File: config.mk
export PLATFORM = sky130hd
export DESIGN_NAME = srtn_tick_scheduler
export DESIGN_NICKNAME = d
export VERILOG_FILES = /design/src/sv/srtn_pkg.sv /design/src/sv/srtn_cell.sv /design/src/sv/srtn_tick_scheduler.sv
export SDC_FILE = /design/constraint.sdc
export NUM_CORES = 2
export LEC_CHECK = 0
export BUFFER_PORTS_ARGS = -buffer_cell sky130_fd_sc_hd__buf_2
export CAP_MARGIN = 10
export CORE_MARGIN = 2
export CORE_UTILIZATION = 45
export DETAILED_ROUTE_END_ITERATION = 16
export PLACE_DENSITY = 0.7
export SYNTH_ARGS = -nofsm -noshare
export SYNTH_HDL_FRONTEND = slang
export SYNTH_HIERARCHICAL = 1
export SYNTH_SLANG_ARGS = --single-unit
export TNS_END_PERCENT = 100
File: constraint.sdc
create_clock -name clk -period 7.2 [get_ports clk]
set_clock_uncertainty 0.15 [all_clocks]
set_input_delay 1.44 -clock clk [delete_from_list [all_inputs] [get_ports clk]]
set_output_delay 1.44 -clock clk [all_outputs]
set_load 0.02 [all_outputs]
File: src/sv/srtn_pkg.sv
// ============================================================================
// srtn_pkg
// Shared types and constants for the shortest-remaining-time-next scheduler.
// ============================================================================
package srtn_pkg;

    // Default configuration of the scheduler.
    localparam int TABLE_SLOTS_DEF = 16;
    localparam int TIME_BITS_DEF   = 16;

    // Fixed field widths.
    localparam int PID_W   = 8;
    localparam int ORDER_W = 16;
    localparam int FIELD_W = 16;

    // Input command codes.
    localparam logic CMD_ADD  = 1'b0;
    localparam logic CMD_TICK = 1'b1;

    // Broadcast operations from the controller to the slot cells.
    localparam int OP_W = 2;
    localparam logic [OP_W-1:0] OP_NONE  = 2'd0;
    localparam logic [OP_W-1:0] OP_WRITE = 2'd1;
    localparam logic [OP_W-1:0] OP_DEC   = 2'd2;

    // Status flags that travel along the cell row with the candidate word.
    typedef struct packed {
        logic best_valid;
        logic free_found;
    } srtn_flags_t;

endpackage

File: src/sv/srtn_cell.sv
// ============================================================================
// srtn_cell
// One process table slot. Compares its own entry against the candidate word
// from the previous cell and registers the better one toward the next cell.
// ============================================================================
module srtn_cell #(
    parameter int TIME_BITS = srtn_pkg::TIME_BITS_DEF,
    parameter int IDX_W     = 4,
    parameter int CELL_IDX  = 0
) (
    input  logic                         clk,
    input  logic                         rst_n,
    // Global state broadcast
    input  logic [TIME_BITS-1:0]         cur_time,
    input  logic [srtn_pkg::ORDER_W-1:0] ins_count,
    // Update broadcast
    input  logic [srtn_pkg::OP_W-1:0]    cmd_op,
    input  logic [IDX_W-1:0]             cmd_idx,
    input  logic [srtn_pkg::PID_W-1:0]   wr_pid,
    input  logic [TIME_BITS-1:0]         wr_arr,
    input  logic [TIME_BITS-1:0]         wr_burst,
    // Candidate from the previous cell
    input  srtn_pkg::srtn_flags_t        flags_in,
    input  logic [IDX_W-1:0]             free_idx_in,
    input  logic [IDX_W-1:0]             best_idx_in,
    input  logic [srtn_pkg::PID_W-1:0]   best_pid_in,
    input  logic [TIME_BITS-1:0]         best_arr_in,
    input  logic [TIME_BITS-1:0]         best_burst_in,
    input  logic [TIME_BITS-1:0]         best_rem_in,
    input  logic [srtn_pkg::ORDER_W-1:0] best_age_in,
    // Candidate toward the next cell
    output srtn_pkg::srtn_flags_t        flags_out,
    output logic [IDX_W-1:0]             free_idx_out,
    output logic [IDX_W-1:0]             best_idx_out,
    output logic [srtn_pkg::PID_W-1:0]   best_pid_out,
    output logic [TIME_BITS-1:0]         best_arr_out,
    output logic [TIME_BITS-1:0]         best_burst_out,
    output logic [TIME_BITS-1:0]         best_rem_out,
    output logic [srtn_pkg::ORDER_W-1:0] best_age_out
);

    localparam logic [IDX_W-1:0] MY_IDX = IDX_W'(CELL_IDX);

    // Slot contents
    logic                         used_reg, used_next;
    logic [srtn_pkg::PID_W-1:0]   pid_reg;
    logic [TIME_BITS-1:0]         arr_reg;
    logic [TIME_BITS-1:0]         burst_reg;
    logic [TIME_BITS-1:0]         rem_reg;
    logic [srtn_pkg::ORDER_W-1:0] order_reg;

    // Candidate registers
    srtn_pkg::srtn_flags_t        flags_reg, flags_next;
    logic [IDX_W-1:0]             free_idx_reg, free_idx_next;
    logic [IDX_W-1:0]             best_idx_reg, best_idx_next;
    logic [srtn_pkg::PID_W-1:0]   best_pid_reg, best_pid_next;
    logic [TIME_BITS-1:0]         best_arr_reg, best_arr_next;
    logic [TIME_BITS-1:0]         best_burst_reg, best_burst_next;
    logic [TIME_BITS-1:0]         best_rem_reg, best_rem_next;
    logic [srtn_pkg::ORDER_W-1:0] best_age_reg, best_age_next;

    logic                         hit;
    logic                         eligible;
    logic                         wins;
    logic [srtn_pkg::ORDER_W-1:0] own_age;

    assign hit      = (cmd_idx == MY_IDX);
    assign own_age  = order_reg - ins_count;
    assign eligible = used_reg && (rem_reg != '0) && (arr_reg <= cur_time);

    // Ordering: least remaining time, then earliest arrival, then oldest insertion.
    always_comb
    begin
        wins = 1'b0;
        if (eligible)
        begin
            if (!flags_in.best_valid)
                wins = 1'b1;
            else if (rem_reg != best_rem_in)
                wins = (rem_reg < best_rem_in);
            else if (arr_reg != best_arr_in)
                wins = (arr_reg < best_arr_in);
            else
                wins = (own_age < best_age_in);
        end
    end

    // Merge own entry into the passing candidate word.
    always_comb
    begin
        flags_next.best_valid = flags_in.best_valid | wins;
        flags_next.free_found = flags_in.free_found | ~used_reg;
        free_idx_next         = flags_in.free_found ? free_idx_in : MY_IDX;
        best_idx_next         = wins ? MY_IDX    : best_idx_in;
        best_pid_next         = wins ? pid_reg   : best_pid_in;
        best_arr_next         = wins ? arr_reg   : best_arr_in;
        best_burst_next       = wins ? burst_reg : best_burst_in;
        best_rem_next         = wins ? rem_reg   : best_rem_in;
        best_age_next         = wins ? own_age   : best_age_in;
    end

    // Occupancy update from the broadcast operation.
    always_comb
    begin
        used_next = used_reg;
        if (hit)
        begin
            case (cmd_op)
                srtn_pkg::OP_WRITE: used_next = 1'b1;
                srtn_pkg::OP_DEC:   used_next = (rem_reg != TIME_BITS'(1));
                default:            used_next = used_reg;
            endcase
        end
    end

    always_ff @(posedge clk or negedge rst_n)
    begin
        if (!rst_n)
        begin
            used_reg  <= 1'b0;
            flags_reg <= '0;
        end
        else
        begin
            used_reg  <= used_next;
            flags_reg <= flags_next;
        end
    end

    // Slot payload, written only on a matching broadcast.
    always_ff @(posedge clk)
    begin
        if (hit && cmd_op == srtn_pkg::OP_WRITE)
        begin
            pid_reg   <= wr_pid;
            arr_reg   <= wr_arr;
            burst_reg <= wr_burst;
            rem_reg   <= wr_burst;
            order_reg <= ins_count;
        end
        else if (hit && cmd_op == srtn_pkg::OP_DEC)
        begin
            rem_reg <= rem_reg - TIME_BITS'(1);
        end
    end

    // Candidate payload toward the next cell.
    always_ff @(posedge clk)
    begin
        free_idx_reg   <= free_idx_next;
        best_idx_reg   <= best_idx_next;
        best_pid_reg   <= best_pid_next;
        best_arr_reg   <= best_arr_next;
        best_burst_reg <= best_burst_next;
        best_rem_reg   <= best_rem_next;
        best_age_reg   <= best_age_next;
    end

    assign flags_out      = flags_reg;
    assign free_idx_out   = free_idx_reg;
    assign best_idx_out   = best_idx_reg;
    assign best_pid_out   = best_pid_reg;
    assign best_arr_out   = best_arr_reg;
    assign best_burst_out = best_burst_reg;
    assign best_rem_out   = best_rem_reg;
    assign best_age_out   = best_age_reg;

endmodule

File: src/sv/srtn_tick_scheduler.sv
// ============================================================================
// srtn_tick_scheduler
// Preemptive shortest-remaining-time-next scheduler built on a row of slots.
// ============================================================================
// The process table is a row of TABLE_SLOTS cells. Each cell holds one entry
// and every cycle passes a candidate word (best eligible entry so far and the
// lowest free slot) to its right neighbor through its candidate registers. An
// item is accepted in the idle state, the scan state lets the row settle, and
// the apply state applies the add or tick and loads the result; a new word is
// accepted only after the previous one has been applied. The result sits in an
// output register and the next word can be accepted while it waits; the update
// of a following word waits only if the previous result has not been taken.
// ============================================================================
module srtn_tick_scheduler #(
    parameter int TABLE_SLOTS = srtn_pkg::TABLE_SLOTS_DEF,
    parameter int TIME_BITS   = srtn_pkg::TIME_BITS_DEF
) (
    input  logic                         clk,
    input  logic                         rst_n,
    // Input channel
    input  logic                         in_valid,
    output logic                         in_ready,
    input  logic                         command,
    input  logic [srtn_pkg::PID_W-1:0]   process_id,
    input  logic [srtn_pkg::FIELD_W-1:0] arrival_time,
    input  logic [srtn_pkg::FIELD_W-1:0] burst_time,
    // Output channel
    output logic                         out_valid,
    input  logic                         out_ready,
    output logic                         add_rejected,
    output logic                         ran_valid,
    output logic [srtn_pkg::PID_W-1:0]   ran_process,
    output logic                         finished,
    output logic [srtn_pkg::FIELD_W-1:0] turnaround,
    output logic [srtn_pkg::FIELD_W-1:0] waiting,
    output logic [srtn_pkg::FIELD_W-1:0] clock_now
);

    localparam int IDX_W = $clog2(TABLE_SLOTS);

    localparam logic [1:0] ST_IDLE  = 2'd0;
    localparam logic [1:0] ST_SCAN  = 2'd1;
    localparam logic [1:0] ST_APPLY = 2'd2;

    localparam logic [IDX_W-1:0] SCAN_LAST = IDX_W'(TABLE_SLOTS - 1);

    // Control state
    logic [1:0]                   state_reg, state_next;
    logic [IDX_W-1:0]             cnt_reg, cnt_next;
    logic [TIME_BITS-1:0]         time_reg, time_next;
    logic [srtn_pkg::ORDER_W-1:0] ins_cnt_reg, ins_cnt_next;
    logic                         out_valid_reg, out_valid_next;

    // Captured input word
    logic                         cmd_reg;
    logic [srtn_pkg::PID_W-1:0]   pid_reg;
    logic [TIME_BITS-1:0]         arr_reg;
    logic [TIME_BITS-1:0]         burst_reg;

    // Result registers
    logic                         rejected_reg;
    logic                         ran_reg;
    logic [srtn_pkg::PID_W-1:0]   ran_pid_reg;
    logic                         fin_reg;
    logic [srtn_pkg::FIELD_W-1:0] tat_reg;
    logic [srtn_pkg::FIELD_W-1:0] wt_reg;
    logic [srtn_pkg::FIELD_W-1:0] clk_now_reg;

    // Cell row taps: entry i feeds cell i, entry i+1 is its output.
    srtn_pkg::srtn_flags_t        ch_flags    [TABLE_SLOTS+1];
    logic [IDX_W-1:0]             ch_free_idx [TABLE_SLOTS+1];
    logic [IDX_W-1:0]             ch_idx      [TABLE_SLOTS+1];
    logic [srtn_pkg::PID_W-1:0]   ch_pid      [TABLE_SLOTS+1];
    logic [TIME_BITS-1:0]         ch_arr      [TABLE_SLOTS+1];
    logic [TIME_BITS-1:0]         ch_burst    [TABLE_SLOTS+1];
    logic [TIME_BITS-1:0]         ch_rem      [TABLE_SLOTS+1];
    logic [srtn_pkg::ORDER_W-1:0] ch_age      [TABLE_SLOTS+1];

    // Broadcast operation
    logic [srtn_pkg::OP_W-1:0]    cmd_op;
    logic [IDX_W-1:0]             cmd_idx;

    logic                         in_fire;
    logic                         apply_go;
    logic                         do_write;
    logic                         do_dec;
    logic [TIME_BITS-1:0]         tick_time;
    logic [TIME_BITS-1:0]         tat_calc;
    logic [TIME_BITS-1:0]         wt_calc;

    assign in_ready = (state_reg == ST_IDLE);
    assign in_fire  = in_valid && in_ready;
    assign apply_go = (state_reg == ST_APPLY) && (!out_valid_reg || out_ready);

    // The head of the row starts with an empty candidate.
    assign ch_flags[0]    = '0;
    assign ch_free_idx[0] = '0;
    assign ch_idx[0]      = '0;
    assign ch_pid[0]      = '0;
    assign ch_arr[0]      = '0;
    assign ch_burst[0]    = '0;
    assign ch_rem[0]      = '0;
    assign ch_age[0]      = '0;

    // Row of slot cells.
    for (genvar i = 0; i < TABLE_SLOTS; i++)
    begin : g_cell
        srtn_cell #(
            .TIME_BITS (TIME_BITS),
            .IDX_W     (IDX_W),
            .CELL_IDX  (i)
        ) u_cell (
            .clk            (clk),
            .rst_n          (rst_n),
            .cur_time       (time_reg),
            .ins_count      (ins_cnt_reg),
            .cmd_op         (cmd_op),
            .cmd_idx        (cmd_idx),
            .wr_pid         (pid_reg),
            .wr_arr         (arr_reg),
            .wr_burst       (burst_reg),
            .flags_in       (ch_flags[i]),
            .free_idx_in    (ch_free_idx[i]),
            .best_idx_in    (ch_idx[i]),
            .best_pid_in    (ch_pid[i]),
            .best_arr_in    (ch_arr[i]),
            .best_burst_in  (ch_burst[i]),
            .best_rem_in    (ch_rem[i]),
            .best_age_in    (ch_age[i]),
            .flags_out      (ch_flags[i+1]),
            .free_idx_out   (ch_free_idx[i+1]),
            .best_idx_out   (ch_idx[i+1]),
            .best_pid_out   (ch_pid[i+1]),
            .best_arr_out   (ch_arr[i+1]),
            .best_burst_out (ch_burst[i+1]),
            .best_rem_out   (ch_rem[i+1]),
            .best_age_out   (ch_age[i+1])
        );
    end

    // Decide the update from the settled candidate at the end of the row.
    assign do_write = apply_go && (cmd_reg == srtn_pkg::CMD_ADD) && (burst_reg != '0)
                      && ch_flags[TABLE_SLOTS].free_found;
    assign do_dec   = apply_go && (cmd_reg == srtn_pkg::CMD_TICK)
                      && ch_flags[TABLE_SLOTS].best_valid;

    always_comb
    begin
        cmd_op  = srtn_pkg::OP_NONE;
        cmd_idx = ch_free_idx[TABLE_SLOTS];
        if (do_write)
        begin
            cmd_op  = srtn_pkg::OP_WRITE;
            cmd_idx = ch_free_idx[TABLE_SLOTS];
        end
        else if (do_dec)
        begin
            cmd_op  = srtn_pkg::OP_DEC;
            cmd_idx = ch_idx[TABLE_SLOTS];
        end
    end

    // Completion times use the clock after this tick.
    assign tick_time = time_reg + TIME_BITS'(1);
    assign tat_calc  = tick_time - ch_arr[TABLE_SLOTS];
    assign wt_calc   = tat_calc - ch_burst[TABLE_SLOTS];

    // Sequencer and global counters.
    always_comb
    begin
        state_next     = state_reg;
        cnt_next       = cnt_reg;
        time_next      = time_reg;
        ins_cnt_next   = ins_cnt_reg;
        out_valid_next = out_valid_reg;
        if (out_valid_reg && out_ready)
            out_valid_next = 1'b0;
        case (state_reg)
            ST_IDLE:
            begin
                if (in_fire)
                begin
                    state_next = ST_SCAN;
                    cnt_next   = '0;
                end
            end
            ST_SCAN:
            begin
                cnt_next = cnt_reg + IDX_W'(1);
                if (cnt_reg == SCAN_LAST)
                    state_next = ST_APPLY;
            end
            ST_APPLY:
            begin
                if (apply_go)
                begin
                    state_next     = ST_IDLE;
                    out_valid_next = 1'b1;
                    if (cmd_reg == srtn_pkg::CMD_TICK)
                        time_next = tick_time;
                    if (do_write)
                        ins_cnt_next = ins_cnt_reg + srtn_pkg::ORDER_W'(1);
                end
            end
            default:
            begin
                state_next = ST_IDLE;
            end
        endcase
    end

    always_ff @(posedge clk or negedge rst_n)
    begin
        if (!rst_n)
        begin
            state_reg     <= ST_IDLE;
            cnt_reg       <= '0;
            time_reg      <= '0;
            ins_cnt_reg   <= '0;
            out_valid_reg <= 1'b0;
        end
        else
        begin
            state_reg     <= state_next;
            cnt_reg       <= cnt_next;
            time_reg      <= time_next;
            ins_cnt_reg   <= ins_cnt_next;
            out_valid_reg <= out_valid_next;
        end
    end

    // Capture the input word; times are taken modulo the clock width.
    always_ff @(posedge clk)
    begin
        if (in_fire)
        begin
            cmd_reg   <= command;
            pid_reg   <= process_id;
            arr_reg   <= TIME_BITS'(arrival_time);
            burst_reg <= TIME_BITS'(burst_time);
        end
    end

    // Load the result word.
    always_ff @(posedge clk)
    begin
        if (apply_go)
        begin
            rejected_reg <= (cmd_reg == srtn_pkg::CMD_ADD) && (burst_reg != '0)
                            && !ch_flags[TABLE_SLOTS].free_found;
            ran_reg      <= do_dec;
            ran_pid_reg  <= do_dec ? ch_pid[TABLE_SLOTS] : '0;
            fin_reg      <= do_dec && (ch_rem[TABLE_SLOTS] == TIME_BITS'(1));
            if (do_dec && (ch_rem[TABLE_SLOTS] == TIME_BITS'(1)))
            begin
                tat_reg <= srtn_pkg::FIELD_W'(tat_calc);
                wt_reg  <= srtn_pkg::FIELD_W'(wt_calc);
            end
            else
            begin
                tat_reg <= '0;
                wt_reg  <= '0;
            end
            if (cmd_reg == srtn_pkg::CMD_TICK)
                clk_now_reg <= srtn_pkg::FIELD_W'(tick_time);
            else
                clk_now_reg <= srtn_pkg::FIELD_W'(time_reg);
        end
    end

    assign out_valid    = out_valid_reg;
    assign add_rejected = rejected_reg;
    assign ran_valid    = ran_reg;
    assign ran_process  = ran_pid_reg;
    assign finished     = fin_reg;
    assign turnaround   = tat_reg;
    assign waiting      = wt_reg;
    assign clock_now    = clk_now_reg;

`ifndef ASSERT_OFF
    // One word at a time: an accepted word closes the input until it is done.
    a_one_in_flight: assert property (@(posedge clk) disable iff (!rst_n)
        in_valid && in_ready |=> !in_ready)
        else $error("input accepted while a word is in flight");

    // The clock only moves when a word is applied.
    a_time_hold: assert property (@(posedge clk) disable iff (!rst_n)
        !apply_go |=> $stable(time_reg))
        else $error("clock changed outside the apply step");

    // The insertion counter only moves when a word is applied.
    a_ins_hold: assert property (@(posedge clk) disable iff (!rst_n)
        !apply_go |=> $stable(ins_cnt_reg))
        else $error("insertion counter changed outside the apply step");

    // A completion is always a served tick.
    a_fin_ran: assert property (@(posedge clk) disable iff (!rst_n)
        out_valid |-> (!finished || ran_valid))
        else $error("finished without a served process");

    // A rejected add and a served tick never share a result.
    a_rej_ran: assert property (@(posedge clk) disable iff (!rst_n)
        out_valid |-> !(add_rejected && ran_valid))
        else $error("rejected add reported with a served tick");
`endif

endmodule

# Word level (Yosys, flattened, before mapping)
# Cells that the tools add are included.
# classes
add_sub_neg	37
n_lt_le_gt_ge	61
n_eq_ne	70
mux	199
bitwise	47
reduce_logical	135
# op_table
op	count
$mux W16	92
$lt A16 B16 Y1	45
$ne A16 B16 Y1	30
$sub A16 B16 Y16	18
$reduce_bool A16 Y1	17
$le A16 B16 Y1	16
$ne A16 B1 Y1 const B	16
$sub A16 B1 Y16 const B	16
$mux W8	15
$logic_and A1 B1 Y1	75
$mux W1	66
$eq A4 B4 Y1 const B	9
$reduce_and A2 Y1	18
$reduce_bool A2 Y1	18
$add A16 B1 Y16 const B	2
$pmux W1 S2	16
$or A1 B1 Y1	30
$not A1 Y1	17
$eq A16 B1 Y1 const B	1
$eq A4 B3 Y1 const B	4
$mux W4	3
$mux W2	5
$eq A4 B2 Y1 const B	2
$pmux W4 S2	1
other kinds (12)	17
# word_totals
register_bits	2595
input_bits	45
out_inout_bits	61
word_cells	802

# Depth between registers and ports, before layout
# logic_depth
depth_word	11
mapped_depth	21
ltp_nobuf	20

# Modules after synthesis
# The synthesis kept the hierarchy.
# modules_own_cells
module	instances	cells_each	area_per_inst_um2	seq_area_each_um2
srtn_cell at g_cell[1].u_cell ...	3	645	7811.2	3838.7
srtn_cell at g_cell[11].u_cell ...	2	651	7796.2	3838.7
srtn_cell at g_cell[5].u_cell ...	2	645	7776.2	3838.7
srtn_cell at g_cell[12].u_cell ...	2	646	7775.0	3838.7
srtn_cell at g_cell[0].u_cell	1	665	7848.8	3838.7
srtn_cell at g_cell[14].u_cell	1	667	7848.8	3838.7
srtn_cell at g_cell[10].u_cell	1	665	7847.5	3838.7
srtn_cell at g_cell[15].u_cell	1	666	7842.5	3838.7
srtn_cell at g_cell[8].u_cell	1	678	7800.0	3838.7
srtn_cell at g_cell[9].u_cell	1	678	7798.7	3838.7
srtn_cell at g_cell[13].u_cell	1	647	7778.7	3838.7
srtn_tick_scheduler	1	579	7076.8	3978.8

# Least setup slack after synthesis
# OpenSTA, ideal clock, no wires.
# synth_timing
kind	input to register
startpoint	input out_ready
endpoint	register g_cell[14].u_cell.rem_reg[14], data pin
setup_ns	0.349
t_arrival_ns	6.210
slack_ns	0.491
path_stages	11
path_cell_list	nand2b_1 nor2b_4 and3_1 buf_2 mux2_2 nand4b_1 or2_2 clkbuf_1 inv_1 buf_1 o21ai_0
# synth_between
elab_chain_cells	9
word_cells_on_any_way	15
# synth_lines
item	line	rtl
start: declaration	srtn_tick_scheduler.sv:29	input logic out_ready,
$logic_or A1 B1 Y1	srtn_tick_scheduler.sv:93	assign apply_go = (state_reg == ST_APPLY) && (!out_valid_reg || out_ready);
$logic_and A1 B1 Y1	srtn_tick_scheduler.sv:93	
named net apply_go	srtn_tick_scheduler.sv:84	logic apply_go;
$logic_and A1 B1 Y1	srtn_tick_scheduler.sv:144	assign do_dec = apply_go && (cmd_reg == srtn_pkg::CMD_TICK)
$logic_and A1 B1 Y1	srtn_tick_scheduler.sv:145	&& ch_flags[TABLE_SLOTS].best_valid;
named net do_dec	srtn_tick_scheduler.sv:86	logic do_dec;
$mux W4	srtn_tick_scheduler.sv:156	else if (do_dec)
$mux W4	srtn_tick_scheduler.sv:151	if (do_write)
named net cmd_idx[0]	srtn_tick_scheduler.sv:81	logic [IDX_W-1:0] cmd_idx;
$eq A4 B4 Y1	srtn_cell.sv:67	assign hit = (cmd_idx == MY_IDX);
$logic_and A1 B1 Y1	srtn_cell.sv:133	if (hit && cmd_op == srtn_pkg::OP_WRITE)
$mux W16	srtn_cell.sv:133	
end signal: assignment	srtn_cell.sv:138	rem_reg <= wr_burst;
end signal: assignment	srtn_cell.sv:143	rem_reg <= rem_reg - TIME_BITS'(1);
end: declaration	srtn_cell.sv:49	logic [TIME_BITS-1:0] rem_reg;
# The timed path passes the listed nets, and every way through them passes these cells.
# A chain may end at the register's enable or synchronous reset.

# Worst setup path after layout
# layout_timing
startpoint	register ins_cnt_reg[0] in the netlist's numbering
endpoint	register g_cell[15].u_cell.best_rem_reg[12]
# layout_between
elab_chain_cells	7
# layout_lines
item	line	rtl
start: declaration	srtn_tick_scheduler.sv:51	logic [srtn_pkg::ORDER_W-1:0] ins_cnt_reg, ins_cnt_next;
start signal: assignment	srtn_tick_scheduler.sv:227	ins_cnt_reg <= ins_cnt_next;
$sub A16 B16 Y16	srtn_cell.sv:68	assign own_age = order_reg - ins_count;
$lt A16 B16 Y1	srtn_cell.sv:84	wins = (own_age < best_age_in);
$mux W1	srtn_cell.sv:81	else if (arr_reg != best_arr_in)
$mux W1	srtn_cell.sv:79	else if (rem_reg != best_rem_in)
$mux W1	srtn_cell.sv:77	if (!flags_in.best_valid)
$mux W1	srtn_cell.sv:75	if (eligible)
$mux W16	srtn_cell.sv:98	best_rem_next = wins ? rem_reg : best_rem_in;
named net g_cell[15].u_cell.best_rem_next[12]	srtn_cell.sv:59	logic [TIME_BITS-1:0] best_rem_reg, best_rem_next;
end signal: assignment	srtn_cell.sv:155	best_rem_reg <= best_rem_next;
end: declaration	srtn_cell.sv:59	
# The timed path passes the listed nets, and every way through them passes these cells.

==> results.yml <==
run_status:
  status: "complete, no violations"
hold_path:
  hold_depth: 1
  holdPathEnd: "g_cell[6].u_cell/best_idx_out[2]"
  hp-class: "reg2reg"
  min-delay-start: "g_cell[5].u_cell/best_idx_out[2]"
global_route:
  grt-ovfl-total: 0
  antenna_found_initial: 14
  grt_pass1_wl_mm: 458
  grt_pass1_vias: 80900
  grt_usage_pct: 19.7
  grt_max_degree: 89
yosys:
  ys.warnings.count: 6
  syn_avg_cell_area_um2: 11.9
  syn_area_um2: 131000
  synth_cells: 11000
sta:
  fin_tns_setup_ns: 0
  fin_crit_ns: 5.76
  slew_headroom_pct: 24.8
  hold_viol: 0
  clock.fmax_ghz: 0.174
  fin_crit_sh_pct: 80.0
  setup_ws_ns: 1.44
  worstMarginPinSlew_ns: 1.13
  rsz0062_at_grt: "no"
  setup_viol: 0
  drv_slew: 0
floorplan:
  die-width_um: 544
  core_um2: 291000
  die_area_um2: 296000
  fp.dieH_um: 544
  rows: 198
  ios: 106
  initial_core_util_pct: 45.2
clock_tree:
  cts_tree: "done"
  cts_buffer_depth: 4
  clk_transition_reported_paths_ns: 0.06
  cts_hold_buf: 0
  clkLatencyLatePin_ns: 0.94
  htree_levels: 5
  clock_sinks: 2603
  clockRootBuffer: "clkbuf_16"
  cts_buffers: 288
  ctsResizeCount: 0
  post_cts_buffers: 0
pwr:
  power_density_nw_per_um2: 245
  finalPower_mw: 35.8
  p_leak_nw: 60.3
  ir_drop_v: 0.000269
placed_design:
  place_congestion: 0.909
  dp_cells: 15200
  dp_hpwl_mm: 219
  io_buffers: 105
  pre_cts_ws_ns: 1.51
layout:
  layout.cells.non_filler: 15700
  drive_gt1_share_pct: 16.6
  area_growth_pct: 11.4
  post-route-util_pct: 50.3
  nets: 13000
route:
  avgRoutedWirePerCell_um: 18.9
  via_per_inst: 5.24
  vias: 82200
  firstDrtPassIters: 5
  antenna_left: 0
  first_iter_violations: 6044
  drc: 0
  drt-total-wl_mm: 296
run:
  drv_cap: 0
critical_path:
  worstPathRequired_ns: 7.84
  endpoint_kind: "flip-flop"
  crit_arrival_ns: 6.39
  critPathLaunchType: "flip-flop"
  ff2ff_path_depth: 17
  r2r_setup_slack_ns: 1.44
  worstPathMaxFanout: 53
  reg2reg_to: "g_cell[15].u_cell/best_rem_out[12]"
  timing.rr.start: "ins_cnt_reg[0]"
  worstSetupPathType: "reg2reg"
critical path: stages (launching register included):
cell and delay, ns:
dfrtp_2 0.67, ha_1 0.26, inv_1 0.06, fa_1 0.40, a21oi_1 0.20, nor2_1 0.10, o21ai_0 0.40, nor2_1 0.13
o41ai_1 0.60, mux2i_1 0.19, ha_1 0.33, nand4_1 0.13, a211o_1 0.26, o211ai_1 0.11, nand4_2 0.15, nand2_4 0.75
buf_4 0.35, mux2_4 0.32
worst max-delay path by stage:
stage                        start  cells after the start  slack, ns                                 end
finish              ins_cnt_reg[0]                     17       1.44  g_cell[15].u_cell/best_rem_out[12]
floorplan                out_ready                     11       0.49       g_cell[14].u_cell/rem_reg[14]
CTS                 ins_cnt_reg[0]                     17       1.48  g_cell[15].u_cell/best_rem_out[12]
global route        ins_cnt_reg[0]                     17       1.14  g_cell[15].u_cell/best_rem_out[12]
detailed placement  ins_cnt_reg[0]                     18       1.51   g_cell[14].u_cell/best_pid_out[1]
global placement    ins_cnt_reg[0]                     17       1.62  g_cell[15].u_cell/best_rem_out[13]
power breakdown:
group	switching (mW)	internal, mW
logic	2.22	2.07
registers	0.639	16.5
clock network	5.73	8.65
placed cells by master (no fill, tap or decap), types with 301 or more instances in the layout:
master / count
a21oi_1: 642
mux2_4: 695
nand2_1: 376
mux2_2: 415
clkbuf_16: 301
inv_1: 1401
dfxtp_1: 1264
xnor2_1: 342
ha_1: 1345
edfxtp_1: 1252
nor2_1: 428
through the flow:
step	hold slack (ns)	cell area [µm²]
CTS	0.248	146000
global route	0.266	146000
detailed placement	0.242	137000
global placement	0.240	137000
finish	0.246	146000
floorplan	0.236	132000
per-layer routing:
layer | vias up | share of wire (%) | GRT usage, %
li1 | 40300 | - | -
met1 | 39200 | 46 | 26.4
met2 | 1990 | 45 | 31.9
met3 | 598 | 4.8 | 2.33
met4 | 4 | 4.5 | 8.51
met5 | - | 0.012 | 0
area by class of cell:
type,instances,area (µm²)
inverter,1415,5310
multi-input combinational,6949,59700
fill,25100,144000
antenna,5,12.5
clock buffer,415,8350
tap,3900,4880
timing repair buffer,292,2180
sequential,2603,65100
clock inverter,91,920
Power figures use the tool's default switching activity.
